$ cat config.mk
export PLATFORM = sky130hd
export DESIGN_NAME = dau_isqrt
export DESIGN_NICKNAME = d
export VERILOG_FILES = /design/src/rtl/dau_pkg.sv /design/src/rtl/dau_isqrt.sv
export SDC_FILE = /design/constraint.sdc
export NUM_CORES = 1
export LEC_CHECK = 0
export BUFFER_PORTS_ARGS = -buffer_cell sky130_fd_sc_hd__buf_2
export CORE_ASPECT_RATIO = 1.25
export CORE_MARGIN = 2
export CORE_UTILIZATION = 25
export CTS_BUF_LIST = sky130_fd_sc_hd__clkbuf_16
export CTS_CLUSTER_SIZE = 24
export DETAILED_ROUTE_END_ITERATION = 8
export PLACE_DENSITY = 0.42
export SLEW_MARGIN = 20
export SYNTH_ARGS = -nofsm -noshare
export SYNTH_HDL_FRONTEND = slang
export SYNTH_SLANG_ARGS = --single-unit
$ cat constraint.sdc
create_clock -name clk_i -period 7.7 [get_ports clk_i]
set_clock_uncertainty 0.2 [all_clocks]
set_input_delay 1.925 -clock clk_i [delete_from_list [all_inputs] [get_ports clk_i]]
set_output_delay 1.925 -clock clk_i [all_outputs]
set_load 0.01 [all_outputs]
$ cat src/rtl/dau_pkg.sv
// Shared constants, widths and the arctangent table of the dihedral angle unit.
// No dependencies; used by dau_isqrt, dau_cordic and dihedral_angle_unit.
`default_nettype none

package dau_pkg;

  localparam int unsigned COORD_WIDTH     = 24;
  localparam int unsigned ANGLE_FRAC_BITS = 13;
  localparam int unsigned ATAN_ITERATIONS = 16;

  localparam int unsigned ANGLE_W = 16;  // torsion_angle field
  localparam int unsigned BS_W    = 15;  // bond components after common scaling
  localparam int unsigned PROD_W  = 2 * BS_W;
  localparam int unsigned NRM_W   = PROD_W + 1;   // normal components
  localparam int unsigned SQ_W    = PROD_W;       // |b2|^2
  localparam int unsigned SQ_IN_W = SQ_W + 6;     // |b2|^2 * 64
  localparam int unsigned ROOT_W  = SQ_IN_W / 2;
  localparam int unsigned X_W     = 64;
  localparam int unsigned T_W     = 48;
  localparam int unsigned NORM_W  = 31;           // |X|,|Y| < 2^30
  localparam int unsigned CD_W    = 35;           // CORDIC x/y datapath
  localparam int unsigned Z_W     = 34;           // angle accumulator, Q30

  localparam logic signed [Z_W-1:0] PI_Q30      = 34'sd3373259426;
  localparam logic signed [Z_W-1:0] HALF_PI_Q30 = 34'sd1686629713;

  // atan(2^-i) truncated to Q30
  function automatic logic signed [Z_W-1:0] atan_entry(input int unsigned i);
    logic signed [Z_W-1:0] res;
    case (i)
      0:       res = 34'sd843314856;
      1:       res = 34'sd497837829;
      2:       res = 34'sd263043836;
      3:       res = 34'sd133525158;
      4:       res = 34'sd67021686;
      5:       res = 34'sd33543515;
      6:       res = 34'sd16775850;
      7:       res = 34'sd8388437;
      8:       res = 34'sd4194282;
      9:       res = 34'sd2097149;
      default: res = (i < 30) ? ((Z_W'(1) << (30 - i)) - Z_W'(1)) : '0;
    endcase
    return res;
  endfunction

endpackage

`default_nettype wire

$ cat src/rtl/dau_isqrt.sv
// Pipelined integer square root, one result bit per stage, with a sideband.
// Depends on dau_pkg for the operand width.
`default_nettype none

module dau_isqrt #(
  parameter int unsigned SIDE_W = 1
) (
  input  wire logic                              clk_i,
  input  wire logic                              rst_ni,
  input  wire logic                              en_i,
  input  wire logic                              vld_i,
  input  wire logic [dau_pkg::SQ_IN_W-1:0]       val_i,
  input  wire logic [SIDE_W-1:0]                 side_i,
  output logic                                   vld_o,
  output logic [dau_pkg::ROOT_W-1:0]             root_o,
  output logic [SIDE_W-1:0]                      side_o
);

  localparam int unsigned IN_W = dau_pkg::SQ_IN_W;
  localparam int unsigned ITER = IN_W / 2;
  localparam int unsigned RW   = IN_W + 1;

  logic [RW-1:0]     rem_q  [ITER];
  logic [RW-1:0]     res_q  [ITER];
  logic              vld_q  [ITER];
  logic [SIDE_W-1:0] side_q [ITER];

  for (genvar g = 0; g < ITER; g++) begin : g_step
    localparam logic [RW-1:0] BIT = RW'(1) << (IN_W - 2 - 2 * g);
    logic [RW-1:0]     rem_in, res_in, sum, rem_d, res_d;
    logic              vld_in;
    logic [SIDE_W-1:0] side_in;

    if (g == 0) begin : g_first
      assign rem_in  = RW'(val_i);
      assign res_in  = '0;
      assign vld_in  = vld_i;
      assign side_in = side_i;
    end else begin : g_next
      assign rem_in  = rem_q[g-1];
      assign res_in  = res_q[g-1];
      assign vld_in  = vld_q[g-1];
      assign side_in = side_q[g-1];
    end

    always_comb begin
      sum = res_in + BIT;
      if (rem_in >= sum) begin
        rem_d = rem_in - sum;
        res_d = (res_in >> 1) + BIT;
      end else begin
        rem_d = rem_in;
        res_d = res_in >> 1;
      end
    end

    always_ff @(posedge clk_i or negedge rst_ni) begin
      if (!rst_ni) begin
        vld_q[g] <= 1'b0;
      end else if (en_i) begin
        vld_q[g] <= vld_in;
      end
    end

    always_ff @(posedge clk_i) begin
      if (en_i) begin
        rem_q[g]  <= rem_d;
        res_q[g]  <= res_d;
        side_q[g] <= side_in;
      end
    end
  end

  assign vld_o  = vld_q[ITER-1];
  assign root_o = res_q[ITER-1][dau_pkg::ROOT_W-1:0];
  assign side_o = side_q[ITER-1];

endmodule

`default_nettype wire

==> qor.csv <==
stage,metric,value,unit
pwr,maximum vdd drop,175.4,uV
clock_tree,CTS max path bufs,3,
floorplanning,row cnt,160,
detailed_routing,vias,21852,
logic_synthesis,library cells used by synthesis,81,
timing,setup TNS,0,ns
cells_and_area,nets,3273,
worst_setup_path,WP data required,7.89,ns
timing,Final period util,53.05,%
logic_synthesis,fraction of registers with async set/reset,2.153,%
timing,Final setup violation count,0,
floorplanning,area of the core,152500,sq um
placed_design,IO Port Bufs,60,
worst_setup_path,startpoint types,register,
run_status,status,"finished, final reports clean",
logic_synthesis,Synth top cells by count,"818 x edfxtp_1, 228 x inv_1, 213 x nand2_1, 185 x ha_1, 151 x o21ai_0",
floorplanning,full die area,157100,sq um
timing,maximum clock frequency,0.2448,GHz
logic_synthesis,sequential element share of the synthesized area,65.01,%
logic_synthesis,Syn Nets,3127,
floorplanning,Starting Density,25.22,%
grt,first-pass GRT wire length,123600,um
worst_setup_path,critical path startpoint,rem_q[13][8]$_DFFE_PP_,
logic_synthesis,Synth top area share,63.84,%
pwr,Leak Pwr,16.27,nW
worst_setup_path,CP Data Arrival Time,4.28,ns
timing,headroom to the max-slew limit,29.64,%
cells_and_area,FF+latch area,25010,sq um
floorplanning,Die Height,442.6,um
grt,grt total ovfl,0,
logic_synthesis,dominant cells by area after synthesis,"edfxtp_1 64%, ha_1 6.0%, xor2_1 3.3%, xnor2_1 2.8%, inv_1 2.2%",
clock_tree,clock sinks,836,
detailed_routing,Post-DRT Antenna Nets,0,
run,number of max-cap violations,0,
grt,Total GRT Usage,9.978,%
logic_synthesis,Post-synth EDFFs,818,
worst_setup_path,nature of the critical path endpoint,register,
cells_and_area,filler cell count,15450,
worst_setup_path,R2R depth,10,
clock_tree,# hold bufs at CTS,0,
placed_design,DPL Wire Length,57310,um
clock_tree,Resized cells post-CTS,0,
floorplanning,# IOs,61,
placed_design,gpl congestion,0.8064,
detailed_routing,Vias/cell,4.242,
detailed_routing,WL final,77490,um
clock_tree,H-Tree Depth,3,
logic_synthesis,#FFs+latches synth,836,
logic_synthesis,most instantiated library cell after synthesis,edfxtp_1,
detailed_routing,DRT iter0 DRCs,669,
cells_and_area,Final Non-Filler Cells,5151,
logic_synthesis,largest area contributor in the netlist,edfxtp_1,
pwr,"Power, Total",12.00,mW
clock_tree,Clock Latency Late Sink,0.70,ns
worst_setup_path,Critical Path Fanout Max,27,
clock_tree,setup bufs post-CTS,0,
timing,Worst-Margin Slew,1.055,ns
placed_design,placed cell count,4974,
timing,Final Hold Fails,0,
logic_synthesis,Mapped Cells,2901,
detailed_routing,Detailed Routing Iterations Pass 1,4,
worst_setup_path,CP max stage delay,0.83,ns
grt,initial antenna violation count,0,
worst_setup_path,Worst Setup EP,rem_q[14][32]$_DFFE_PP_,
worst_hold_path,Worst Hold Class,reg -> reg,
pwr,power density over the cells,269.9,nW/um^2
worst_setup_path,flop-to-flop setup slack,3.62,ns
detailed_routing,drt drc,0,
worst_setup_path,R2R Path Start,rem_q[13][8]$_DFFE_PP_,
logic_synthesis,Mean Syn Cell Area,13.26,sq um
floorplanning,Die Wd,354.9,um
timing,count of pins over their slew limit,0,
worst_setup_path,crit-path cells,"ha_1, o21a_1, o221ai_1, a2111oi_0, o21ai_0, o21ai_2, buf_4, nand3_1, nor4_1, xor2_1",
detailed_routing,WL per Instance,15.04,um
grt,vias in the first global route,23513,
cells_and_area,P&R area growth vs syn,15.52,%
timing,RSZ-0062 raised after global routing,false,
cells_and_area,area occupied by multi-input gates,12480,sq um
cells_and_area,number of diodes,0,
worst_setup_path,critical path class,reg -> reg,
clock_tree,CTS tree,done,
cells_and_area,layout cells sized above 1,8.765,%
logic_synthesis,Synth Cell Area,38480,sq um
clock_tree,Num CTS Buffers,96,
timing,crit path time final,4.085,ns
worst_hold_path,WHS Path Cells,0,
logic_synthesis,Synth warnings,0,
worst_setup_path,CP max-delay cell,a2111oi_0,
logic_synthesis,prevailing post-synth register cell,edfxtp_1,
grt,largest net degree at the start of global routing,168,
clock_tree,Root Buffer,clkbuf_16,
clock_tree,clock slew at reported path FFs,0.06,ns
worst_setup_path,r2r endpoint,rem_q[14][32]$_DFFE_PP_,
==> per-stage QoR <==
stage	instance area, sq um	worst slack (ns)	hold slack [ns]	util (%)
2_1_floorplan	38480	4.430	0.2003	-
3_3_place_gp	41440	3.478	0.2032	27.16
3_5_place_dp	41440	3.442	0.2052	27.16
4_1_cts	44450	3.412	0.2166	29.14
5_1_grt	44450	3.167	0.2264	29.14
6_report	44450	3.615	0.2162	29.14
==> sequential cells by signal, indices dropped and copies added (netlist names) <==
signal / cells
rem_q: 629
res_q: 171
side_q: 18
g_step.vld_in: 17
vld_o: 1
==> cells in the final DEF (no fill, tap or decap), types with 44 or more instances in the layout <==
master,count
buf_2,59
clkbuf_16,96
xor2_1,144
nor3_1,82
ha_1,185
nor4_1,100
inv_1,246
o21ai_0,151
a21oi_1,122
nor2_1,141
xnor2_1,123
nand2_1,213
edfxtp_1,818
a21o_1,44
==> cell type report <==
| cell class | instances | area share (%) |
|---|---|---|
| Multi-Input combinational cell | 1800 | 28.07 |
| Clock inverter | 81 | 1.374 |
| Tap cell | 2025 | 5.700 |
| Sequential cell | 836 | 56.28 |
| Clock buffer | 96 | 5.405 |
| Timing Repair Buffer | 84 | 1.244 |
| Inverter | 229 | 1.934 |
==> where the power goes <==
group | leakage [nW] | switching, mW | internal [mW]
Clock | 1.52 | 1.86 | 2.44
Combinational | 6.69 | 0.953 | 0.729
Sequential | 8.05 | 0.341 | 5.67
Total | 16.3 | 3.15 | 8.85
==> per-layer routing <==
metal  vias up  global-route usage [%]  share of wire, %
met5         -                       0                 0
met3       151                   1.738               3.1
met2       290                   21.39                60
li1      11149                       -                 -
met4         0                   5.044               4.6
met1     10262                   8.339                32
==> critical path: cells and delay by family (launching register included) <==
| family | cells | cell delay (ns) |
|---|---|---|
| flops | 1 | 0.38 |
| fa+ha+maj | 1 | 0.36 |
| compound gates | 5 | 1.91 |
| xor+xnor | 1 | 0.11 |
| buf+inv | 1 | 0.32 |
| simple gates | 2 | 0.50 |
==> kinds of logic after synthesis <==
family | Yosys count | synth area share, %
adders and majority gates | 185 | 6.016
other | 1 | 0.009746
AOI/OAI and AO/OA | 496 | 8.042
buffers and inverters | 265 | 2.647
and+or+nand+nor | 811 | 11.04
xor gates and xnor gates | 267 | 6.078
DFF | 836 | 65.01
muxes | 40 | 1.151
==> how the worst min path moves through the flow <==
stage / startpoint / endpoint / slack, ns
3_3_place_gp: side_q[1]$_DFFE_PP_ / side_q[2]$_DFFE_PP_ / 0.20
6_report: side_q[14]$_DFFE_PP_ / side_q[15]$_DFFE_PP_ / 0.22
3_5_place_dp: side_q[6]$_DFFE_PP_ / side_q[7]$_DFFE_PP_ / 0.21
4_1_cts: side_q[14]$_DFFE_PP_ / side_q[15]$_DFFE_PP_ / 0.22
2_1_floorplan: side_q[9]$_DFFE_PP_ / side_q[10]$_DFFE_PP_ / 0.20
5_1_grt: side_q[2]$_DFFE_PP_ / side_q[3]$_DFFE_PP_ / 0.23
No activity file was read; power rests on OpenSTA's default activity.
